===== src/design/bffa_pkg.sv =====
package bffa_pkg;

	// Bitmap storage geometry: one memory word holds 64 map entries.
	localparam int WORD_W = 64;
	localparam int BIT_W  = 6;

	// Field widths fixed by the interface.
	localparam int LIM_W  = 11;
	localparam int IDX_W  = 10;
	localparam int WX_W   = LIM_W - BIT_W;

	// The entry count register never exceeds 2047, so at most 32 words are ever searched.
	localparam logic [LIM_W-1:0] BIT_COUNT_RST = 11'd1024;

	// Register index of the entry count register (address bit 2 selects the register).
	localparam logic REG_BIT_COUNT = 1'b0;

	typedef enum logic {
		REQ_ALLOC = 1'b0,
		REQ_FREE  = 1'b1
	} req_t;

	typedef enum logic [1:0] {
		ST_ALLOC = 2'd0,
		ST_FULL  = 2'd1,
		ST_FREED = 2'd2,
		ST_BAD   = 2'd3
	} status_t;

	// Access request from the sequencer to the bitmap memory.
	typedef struct packed {
		logic              rd_en;
		logic [WX_W-1:0]   rd_addr;
		logic              wr_en;
		logic [WX_W-1:0]   wr_addr;
		logic [WORD_W-1:0] wr_data;
	} map_req_t;

endpackage


===== src/design/bitmap_first_free_allocator.sv =====
// Channel      Direction  Contents
// s_axis       in         tdata: entry_index; tuser: req_type
// m_axis       out        tdata: result_index; tuser: status
// APB          in/out     register 0 at address 0: bit_count
//
// An allocate passes through accept, a search of one 64-entry word at a time by the
// shared word finder (up to ceil(min(bit_count, MAP_BITS) / 64) words, 16 at 1024 entries),
// and a result state; with a zero entry count it goes from accept straight to the result.
// A free in range passes through accept, read-modify-write of its word, and result;
// an out-of-range free goes from accept straight to the result. After reset a clearing
// pass writes every bitmap word, ceil(MAP_BITS / 64) words, while s_axis_tready stays low.
// A stalled m_axis holds the result and the next item waits.
module bitmap_first_free_allocator #(
	parameter int MAP_BITS = 1024
) (
	input  logic        clk,
	input  logic        arst_n,
	input  logic        s_axis_tvalid,
	output logic        s_axis_tready,
	input  logic [15:0] s_axis_tdata,   // [9:0] entry_index
	input  logic [0:0]  s_axis_tuser,   // [0] req_type
	output logic        m_axis_tvalid,
	input  logic        m_axis_tready,
	output logic [15:0] m_axis_tdata,   // [9:0] result_index
	output logic [1:0]  m_axis_tuser,   // [1:0] status
	input  logic        psel,
	input  logic        penable,
	input  logic        pwrite,
	input  logic [2:0]  paddr,
	input  logic [31:0] pwdata,
	output logic [31:0] prdata,
	output logic        pready
);
	import bffa_pkg::*;

	localparam int WORDS = (MAP_BITS + WORD_W - 1) / WORD_W;

	typedef enum logic [3:0] {
		S_IDLE = 4'b0001,
		S_SCAN = 4'b0010,
		S_FREE = 4'b0100,
		S_RESP = 4'b1000
	} state_t;

	state_t            state_q;
	logic [LIM_W-1:0]  bit_count_q;
	logic [IDX_W-1:0]  idx_q;
	logic [WX_W-1:0]   ex_q;
	logic [IDX_W-1:0]  res_idx_q;
	status_t           res_st_q;
	logic              out_valid_q;
	logic [IDX_W-1:0]  out_idx_q;
	status_t           out_st_q;

	logic [LIM_W-1:0]  lim;
	logic [LIM_W-1:0]  lim_m1;
	logic [WX_W-1:0]   last_wx;
	logic              map_rdy;
	logic [WORD_W-1:0] rdata;
	map_req_t          mreq;
	logic              found;
	logic [BIT_W-1:0]  bit_pos;
	logic              in_fire;
	req_t              in_req;
	logic [IDX_W-1:0]  in_idx;
	logic              idx_ok;
	logic              out_free;
	logic              cfg_wr;

	// Entry count in effect, capped at the map size.
	assign lim     = (int'(bit_count_q) < MAP_BITS) ? bit_count_q : LIM_W'(MAP_BITS);
	assign lim_m1  = lim - 1'b1;
	assign last_wx = lim_m1[LIM_W-1:BIT_W];

	assign s_axis_tready = (state_q == S_IDLE) && map_rdy;
	assign in_fire       = s_axis_tvalid && s_axis_tready;
	assign in_req        = req_t'(s_axis_tuser[0]);
	assign in_idx        = s_axis_tdata[IDX_W-1:0];
	assign idx_ok        = {1'b0, in_idx} < lim;
	assign out_free      = !out_valid_q || m_axis_tready;

	// Configuration port.
	assign cfg_wr = psel && penable && pwrite && pready;
	assign pready = 1'b1;
	assign prdata = (paddr[2] == REG_BIT_COUNT) ? 32'(bit_count_q) : '0;

	always_ff @(posedge clk or negedge arst_n) begin
		if (!arst_n) begin
			bit_count_q <= BIT_COUNT_RST;
		end else if (cfg_wr && (paddr[2] == REG_BIT_COUNT)) begin
			bit_count_q <= pwdata[LIM_W-1:0];
		end
	end

	bffa_map #(
		.WORDS(WORDS)
	) u_map (
		.clk   (clk),
		.arst_n(arst_n),
		.req   (mreq),
		.rdata (rdata),
		.ready (map_rdy)
	);

	bffa_find u_find (
		.word    (rdata),
		.word_idx(ex_q),
		.lim     (lim),
		.found   (found),
		.bit_pos (bit_pos)
	);

	// Memory accesses issued by the sequencer.
	always_comb begin
		mreq = '0;
		unique case (state_q)
			S_IDLE: begin
				mreq.rd_en   = in_fire;
				mreq.rd_addr = (in_req == REQ_ALLOC) ? '0 : WX_W'(in_idx[IDX_W-1:BIT_W]);
			end
			S_SCAN: begin
				mreq.rd_en   = 1'b1;
				mreq.rd_addr = ex_q + 1'b1;
				mreq.wr_en   = found;
				mreq.wr_addr = ex_q;
				mreq.wr_data = rdata | (WORD_W'(1) << bit_pos);
			end
			S_FREE: begin
				mreq.wr_en   = 1'b1;
				mreq.wr_addr = WX_W'(idx_q[IDX_W-1:BIT_W]);
				mreq.wr_data = rdata & ~(WORD_W'(1) << idx_q[BIT_W-1:0]);
			end
			S_RESP: begin
				mreq = '0;
			end
			default: begin
				mreq = '0;
			end
		endcase
	end

	// Sequencer and output valid.
	always_ff @(posedge clk or negedge arst_n) begin
		if (!arst_n) begin
			state_q     <= S_IDLE;
			ex_q        <= '0;
			out_valid_q <= 1'b0;
		end else begin
			unique case (state_q)
				S_IDLE: begin
					if (in_fire) begin
						ex_q <= '0;
						if (in_req == REQ_ALLOC) begin
							state_q <= (lim == '0) ? S_RESP : S_SCAN;
						end else begin
							state_q <= idx_ok ? S_FREE : S_RESP;
						end
					end
				end
				S_SCAN: begin
					if (found || (ex_q == last_wx)) begin
						state_q <= S_RESP;
					end else begin
						ex_q <= ex_q + 1'b1;
					end
				end
				S_FREE: begin
					state_q <= S_RESP;
				end
				S_RESP: begin
					if (out_free) begin
						state_q <= S_IDLE;
					end
				end
				default: begin
					state_q <= S_IDLE;
				end
			endcase

			if ((state_q == S_RESP) && out_free) begin
				out_valid_q <= 1'b1;
			end else if (m_axis_tready) begin
				out_valid_q <= 1'b0;
			end
		end
	end

	// Request and result payload.
	always_ff @(posedge clk) begin
		if (in_fire) begin
			idx_q     <= in_idx;
			res_idx_q <= '0;
			res_st_q  <= (in_req == REQ_ALLOC) ? ST_FULL : ST_BAD;
		end
		if (state_q == S_SCAN) begin
			if (found) begin
				res_idx_q <= IDX_W'({ex_q, bit_pos});
				res_st_q  <= ST_ALLOC;
			end
		end
		if (state_q == S_FREE) begin
			res_idx_q <= idx_q;
			res_st_q  <= ST_FREED;
		end
		if ((state_q == S_RESP) && out_free) begin
			out_idx_q <= res_idx_q;
			out_st_q  <= res_st_q;
		end
	end

	assign m_axis_tvalid = out_valid_q;
	assign m_axis_tdata  = 16'(out_idx_q);
	assign m_axis_tuser  = out_st_q;

endmodule


===== src/design/bffa_map.sv =====
module bffa_map #(
	parameter int WORDS = 16
) (
	input  logic                   clk,
	input  logic                   arst_n,
	input  bffa_pkg::map_req_t     req,
	output logic [63:0]            rdata,
	output logic                   ready
);
	import bffa_pkg::*;

	localparam int AW = (WORDS > 1) ? $clog2(WORDS) : 1;

	logic [WORD_W-1:0] mem_q [WORDS];
	logic [WORD_W-1:0] rdata_q;
	logic [AW-1:0]     clr_q;
	logic              clearing_q;

	// Clearing pass after reset: one word per cycle until every word is free.
	always_ff @(posedge clk or negedge arst_n) begin
		if (!arst_n) begin
			clr_q      <= '0;
			clearing_q <= 1'b1;
		end else if (clearing_q) begin
			if (clr_q == AW'(WORDS - 1)) begin
				clearing_q <= 1'b0;
			end else begin
				clr_q <= clr_q + 1'b1;
			end
		end
	end

	// Single write port and a registered read port.
	always_ff @(posedge clk) begin
		if (clearing_q) begin
			mem_q[clr_q] <= '0;
		end else if (req.wr_en) begin
			mem_q[AW'(req.wr_addr)] <= req.wr_data;
		end
		if (req.rd_en) begin
			rdata_q <= mem_q[AW'(req.rd_addr)];
		end
	end

	assign rdata = rdata_q;
	assign ready = !clearing_q;

endmodule


===== src/design/bffa_find.sv =====
module bffa_find (
	input  logic [63:0]                    word,
	input  logic [bffa_pkg::WX_W-1:0]      word_idx,
	input  logic [bffa_pkg::LIM_W-1:0]     lim,
	output logic                           found,
	output logic [bffa_pkg::BIT_W-1:0]     bit_pos
);
	import bffa_pkg::*;

	logic [LIM_W:0]    base;
	logic [LIM_W:0]    rem;
	logic              below;
	logic [WORD_W-1:0] valid;
	logic [WORD_W-1:0] free_bits;

	// Entries of this word that lie below the entry count.
	always_comb begin
		base  = {1'b0, word_idx, {BIT_W{1'b0}}};
		below = {1'b0, lim} > base;
		rem   = {1'b0, lim} - base;
		for (int b = 0; b < WORD_W; b++) begin
			valid[b] = below && ((LIM_W + 1)'(b) < rem);
		end
	end

	assign free_bits = ~word & valid;
	assign found     = |free_bits;

	// Lowest free entry wins.
	always_comb begin
		bit_pos = '0;
		for (int b = WORD_W - 1; b >= 0; b--) begin
			if (free_bits[b]) begin
				bit_pos = BIT_W'(b);
			end
		end
	end

endmodule

===== config.mk =====
export PLATFORM = sky130hd
export DESIGN_NAME = bitmap_first_free_allocator
export DESIGN_NICKNAME = d
export VERILOG_FILES = /design/src/design/bffa_pkg.sv /design/src/design/bitmap_first_free_allocator.sv /design/src/design/bffa_map.sv /design/src/design/bffa_find.sv
export SDC_FILE = /design/constraint.sdc
export NUM_CORES = 2
export LEC_CHECK = 0
export BUFFER_PORTS_ARGS = -buffer_cell sky130_fd_sc_hd__buf_2
export CAP_MARGIN = 20
export CORE_UTILIZATION = 40
export CTS_CLUSTER_DIAMETER = 200
export DETAILED_ROUTE_END_ITERATION = 10
export GPL_TIMING_DRIVEN = 0
export SYNTH_ARGS = -nofsm -noshare
export SYNTH_HDL_FRONTEND = slang
export SYNTH_SLANG_ARGS = --single-unit

===== constraint.sdc =====
create_clock -name clk -period 8 [get_ports clk]
set_input_delay 0.4 -clock clk [delete_from_list [all_inputs] [get_ports clk]]
set_output_delay 0.4 -clock clk [all_outputs]
set_load 0.02 [all_outputs]

Word-level counts from Yosys, hierarchy flattened
Memory sizes are Yosys's and may differ from the RTL's. A register that Yosys moved wholly into a read port is not among the register bits.
Index checks and enable logic that the tools add are counted.
- register bits: 60
- RAM bits: 1024
- input bits: 59
- logic and storage cells: 283
- memories: 1
- memory list (name ; depth ; bits a word ; read ports ; clocked after Yosys merged registers in ; wr ports ; line ; source):
    u_map.mem_q ; 16 ; 64 ; 1 ; 1 ; 1 ; bffa_map.sv:14 ; logic [WORD_W-1:0] mem_q [WORDS];
- add/subtract/negate cells: 4
- order comparisons: 67
- eq/ne operators: 10
- shift operators: 2
- multiplexer cells: 99
- bitwise logic cells: 7
- reductions and logical operators: 82
- operators with widths (cell ; number):
    $lt 6x12->1 const A ; 32
    $mux 6 ; 64
    $lt 5x12->1 const A ; 16
    $pmux 70 s2 ; 1
    $and 64x64->64 ; 2
    $not 64->64 ; 2
    $reduce_or 64->1 ; 2
    $shl 1x6->64 const A ; 2
    $lt 4x12->1 const A ; 8
    $logic_and 1x1->1 ; 70
    $mux 64 ; 1
    $or 64x64->64 ; 1
    $lt 3x12->1 const A ; 4
    $mux 10 ; 4
    $mux 4 ; 8
    $lt 1x12->1 const A ; 2
    $lt 2x12->1 const A ; 2
    $mux 11 ; 2
    $pmux 4 s4 ; 1
    $pmux 6 s2 ; 1
    $sub 11x11->12 ; 1
    $gt 11x11->1 ; 1
    $logic_not 11->1 ; 1
    $lt 10x11->1 ; 1
    20 further kinds ; 42

Depth between registers and ports, before layout
- depth in word-level cells: 78
- mapped depth: 23
- gate-level depth less buffers: 16

Cells and area by module
From an unflattened synthesis, not the netlist that was laid out.
- cell total of the unflattened synthesis: 2729
- area total of the unflattened synthesis: 47839.6 µm²
- by module, submodules not included (module ; instances ; cells each ; area an instance (µm²) ; seq. area each (µm²)):
    bffa_map ; 1 ; 1752 ; 40939.3 ; 32797.7
    bitmap_first_free_allocator ; 1 ; 612 ; 4571.9 ; 1428.9
    bffa_find ; 1 ; 365 ; 2328.5 ; 0.0

Worst setup path before layout
OpenSTA, ideal clock, no wires.
- kind: register to register
- start: register bit_count_q[10]
- end: memory u_map.mem_q[9][0], enable pin
- library setup time: 0.494 ns
- arrival time: 7.938 ns
- data required time: 7.506 ns
- path slack: -0.432 ns
- cell stages (with the launch flop): 22
- clock period less this slack: 8.432 ns
- path through: dfstp_2 > buf_2 > clkbuf_1 > clkbuf_1 > nand2b_1 > ha_1 > inv_1 > ha_1 > o21ba_2 > a31oi_4 > or3_1 > buf_4 > a21oi_4 > buf_6 > nand4_1 > a311oi_1 > nand4_1 > a211oi_2 > a41o_1 > buf_2 > mux2_2 > nor2b_1
- longest elaborated chain between the ends: 13
- RTL lines (element ; line ; source):
    start, declared ; bitmap_first_free_allocator.sv:46 ; logic [LIM_W-1:0] bit_count_q;
    start signal, assigned ; bitmap_first_free_allocator.sv:91 ; bit_count_q <= pwdata[LIM_W-1:0];
    $lt 11x11->1 ; bitmap_first_free_allocator.sv:71 ; assign lim = (int'(bit_count_q) < MAP_BITS) ? bit_count_q : LIM_W'(MAP_BITS);
    $mux 11 * ; bitmap_first_free_allocator.sv:71 ;
    $sub 11x11->12 ; bffa_find.sv:20 ; rem = {1'b0, lim} - base;
    $lt 1x12->1, or another cell as far along ; bffa_find.sv:22 ; valid[b] = below && ((LIM_W + 1)'(b) < rem);
    $logic_and 1x1->1 ; bffa_find.sv:22 ;
    $and 64x64->64 * ; bffa_find.sv:26 ; assign free_bits = ~word & valid;
    $reduce_or 64->1 * ; bffa_find.sv:27 ; assign found = |free_bits;
    $pmux 70 s2 * ; bitmap_first_free_allocator.sv:116 ; unique case (state_q)
    $mux 1 * ; bffa_map.sv:37 ; end else if (req.wr_en) begin
    $mux 1 * ; bffa_map.sv:35 ; if (clearing_q) begin
    $mux 1 (implied by the code) * ; bffa_map.sv:38 ; mem_q[AW'(req.wr_addr)] <= req.wr_data;
    $reduce_or 64->1 (no source line) ; - ;
    $mux 4 (no source line) or $mux 1 (tied branches) ; - ;
    end, declared ; bffa_map.sv:14 ;
Every way passes the cells marked *; elsewhere a longest branch is shown, timed or not.

Final worst setup path
- start: register bit_count_q[10]
- end: memory u_map.mem_q[8][56], data pin
- longest elaborated chain between the ends: 74
- RTL lines (element ; line ; source):
    $lt 11x11->1 ; bitmap_first_free_allocator.sv:71 ;
    $mux 11 * ; bitmap_first_free_allocator.sv:71 ;
    $sub 11x11->12 ; bffa_find.sv:20 ;
    $lt 6x12->1 ; bffa_find.sv:22 ;
    $logic_and 1x1->1 ; bffa_find.sv:22 ;
    $and 64x64->64 * ; bffa_find.sv:26 ;
    $mux 6 (64 in a row) ; bffa_find.sv:33 ; if (free_bits[b]) begin
    $shl 1x6->64 ; bitmap_first_free_allocator.sv:126 ; mreq.wr_data = rdata | (WORD_W'(1) << bit_pos);
    $or 64x64->64 ; bitmap_first_free_allocator.sv:126 ;
    $pmux 70 s2 * ; bitmap_first_free_allocator.sv:116 ;
    $mux 64 (no source line) * ; - ;
Marks and branches as above.

==> metrics <==
Post-synth EDFFs=roughly 1100; Starting Density=0.4051; internal power=roughly 12 mW; grt ovf=0; net switching power=about 6.4 mW; Clock Sinks=1148; Tcrit/Tclk final=0.9888; gpl congestion=0.9875; vias per cell=5.988; vias=34991; Seq pwr share=0.408; CP max stage delay=720 ps; cells after synthesis=3801; Clk Latency, worst-skew pair=730 ps; root buf cell=clkbuf_16; clock network power share=0.304; Slowest cell on crit path=o21ai_2; crit path cell chain=buf_2 > clkbuf_2 > clkbuf_2 > nand2b_1 > ha_1 > inv_1 > ha_1 > mux2i_1 > a2bb2oi_1 > xnor2_1 > o311a_1 > buf_4 > buf_2 > nand4_1 > o22ai_1 > o41ai_1 > a2111oi_0 > o22ai_1 > or2_1 > a22o_1 > clkbuf_2 > o21ai_2; Core ar.=0.1224 sq mm; Hold Crit Depth=3; Startpoint Class=flip-flop; Area after DPL=approximately 0.053 sq mm; CP Launch Point=bit_count_q[10]$_DFFE_PN1P_; CTS buffer count=114; outcome=complete, no violations; die area=0.1253 sq mm; critical path arrival=around 8300 ps; Antenna Nets Post-Route=0; Detailed Routing Iterations Pass 1=8; Reg clk slew, reported paths=60 ps; Place WS=-776.9 ps; Routed WL=between 150000 and 200000 um; Avg WL per Cell=between 20 and 30 um; # DRC=0; Post-DP HPWL=around 120000 um; max_slew headroom=0.1069; final core utilization=0.4715; Hold WS=88.06 ps; CTS H-tree depth=3; Worst Hold Class=in -> reg; Port Buffers=54; die height=354.0 um; Clock Path Buffers=3; min cycle time layout=7911 ps; # rows=128; Required @ worst endpoint=around 8400 ps; Max Slew Vio Count=0; Synth warnings=0; FMAX=0.1264 GHz; Final Worst Setup Slack=89.41 ps; Most used DFF post-synth=edfxtp_1; Worst R2R Path Depth=22; Final nets=4189; largest net degree at the start of global routing=65; vias in the first global route=32690; LEAKAGE=18.83 nW; antenna violations before repair=9; final setup fails=0; setup_tns=0 ps; critical path capture point type=flip-flop; Worst VDD drop=0.2463 mV; Sw Share=0.3555; ys async rst share=0.02265; Combinational Power Share=0.288; P&R area growth vs syn=16.39%; RR Startpoint=bit_count_q[10]$_DFFE_PN1P_; cell total after placement=between 5000 and 6000; PwrDens=312.7 mW/mm^2; Max Cap Viol=0; post-synthesis register bit count=1148; Worst-Margin Slew=1340 ps; CTS tree=done; most used cell, CP=clkbuf_2; Global Route Usage Sum=0.2526; Pwr Total=18.04 mW; first-pass GRT wire length=~230000 um; worst-path fanout max=16; CP Class=reg -> reg; Synth Area per Inst=13.04 sq um; Final Hold Fails=0; share of cells above drive strength 1=0.1222; fin cells=roughly 5800; Distinct cells, synth=101; boundary pin count=approximately 110; post-synthesis sequential area ratio=0.6905; initial drt markers=4399; fin area=0.05769 sq mm; cell area after synthesis=0.04957 sq mm; die width=354.0 um; hold wc startpoint=penable; Final Skew=34.74 ps
-- registers in the layout (all words and copies together) (netlist names) --
signal,flops
m_axis_tvalid,1
idx_q,10
bit_count_q,11
u_map.clearing_q,1
m_axis_tuser,2
state_q,4
u_map.rdata,64
ex_q,5
res_st_q,2
res_idx_q,10
u_map.mem_q,1024
u_map.clr_q,4
out_idx_q,10
-- critical path, delay by kind of cell (launching register included) --
family	cells	cell delay [ps]
AND/OR/NAND/NOR	3	710
adder cells (fa/ha/maj)	2	500
buffers and inverters	7	2210
AO/OA/AOI/OAI	8	3180
XOR/XNOR	1	150
flip-flops	1	690
multiplexers	1	130
-- metal layers --
metal	track usage	vias to the layer above	wire length, um	share of wire
met2	0.3804	1720	71390	0.44
met5	0	-	13	0.000081
met3	0.04820	319	14140	0.088
met1	0.3623	17582	69200	0.43
met4	0.09500	2	6287	0.039
li1	-	15368	-	-
-- final cells by class --
type | instances | area [sq um]
Clock buffer | 138 | 2964
Fill cell | 10819 | 64670
Sequential cell | 1148 | 34230
Antenna cell | 4 | 10.01
Inverter | 34 | 130.1
Timing Repair Buffer | 175 | 1777
Buffer | 314 | 1401
Clock inverter | 75 | 832.0
Tap cell | 1625 | 2033
Multi-Input combinational cell | 2331 | 14320
-- power by group through the flow --
stage	Sequential [mW]	Combinational, mW	Clock (mW)
final	7.35	5.19	5.49
after global placement	7.49	4.81	0
after floorplan	7.31	2.85	0
after detailed placement	7.45	4.96	0
after CTS	7.33	5.02	5.54
after global routing	7.36	5.47	5.76
-- layout by cell type, fill, tap and decap left out, types with 78 or more instances in the layout --
cell and n:
buf_2 78, clkbuf_16 115, a31oi_1 153, a21oi_1 232, o21ai_0 86, and2_1 268
a311oi_1 133, nand2_1 565, edfxtp_1 1110, a211oi_1 328, clkbuf_1 254, nor2_1 91
-- cell usage after synthesis, types with 8 or more instances --
cell type / instances / area, sq um
dfxtp_1: 12 / 240.2
dfrtp_1: 23 / 575.6
mux2_2: 13 / 146.4
a41oi_1: 45 / 394.1
ha_1: 12 / 150.1
a31oi_1: 154 / 963.4
nor4_1: 8 / 50.05
nand4_1: 9 / 56.30
o21ai_0: 115 / 575.6
inv_1: 33 / 123.9
xnor2_1: 12 / 105.1
and2_1: 269 / 1683
clkbuf_1: 249 / 934.7
nand2_1: 566 / 2125
a21oi_1: 232 / 1161
nand2b_1: 19 / 118.9
a41o_1: 18 / 180.2
o31ai_1: 22 / 165.2
nor3_1: 27 / 135.1
edfxtp_1: 1110 / 33330
a211oi_1: 329 / 2470
a21o_1: 12 / 90.09
o21ai_1: 15 / 75.07
nand3_1: 20 / 100.1
nor2b_1: 25 / 156.4
a311oi_1: 133 / 1165
buf_4: 34 / 255.2
nor2_1: 103 / 386.6
buf_2: 20 / 100.1
-- cell families (layout without fill, tap and decap cells) --
group / Yosys count / in the layout / share of synthesized area
AO/OA/AOI/OAI: 1165 / 1165 / 0.1644
flip-flops: 1148 / 1148 / 0.6905
AND/OR/NAND/NOR: 1095 / 1095 / 0.1053
buffers and inverters: 348 / 736 / 0.03039
multiplexers: 15 / 15 / 0.003357
adder cells (fa/ha/maj): 14 / 14 / 0.003433
XOR/XNOR: 14 / 14 / 0.002474
other: 2 / 32 / 0.0001515
-- worst paths after layout --
kind	slack, ps	end
setup / recovery	90	u_map.mem_q[8][56]$_DFFE_PP_
hold / removal	90	bit_count_q[10]$_DFFE_PN1P_
setup reg to reg	90	u_map.mem_q[8][56]$_DFFE_PP_
hold reg to reg	450	m_axis_tuser[0]$_DFFE_PP_
max in group asynchronous	6950	bit_count_q[6]$_DFFE_PN0P_
min in group asynchronous	390	ex_q[0]$_DFFE_PN0P_
-- repair_timing --
action                                  in CTS  in global routing
hold buffers                                24                  0
pin swaps                                    0                  4
hold endpoints to repair                    48                  0
endpoints found under the setup margin    1610               1113
buffers inserted                             0                  5
resized for setup                           18                 21
(Power assumes the default switching activity.)
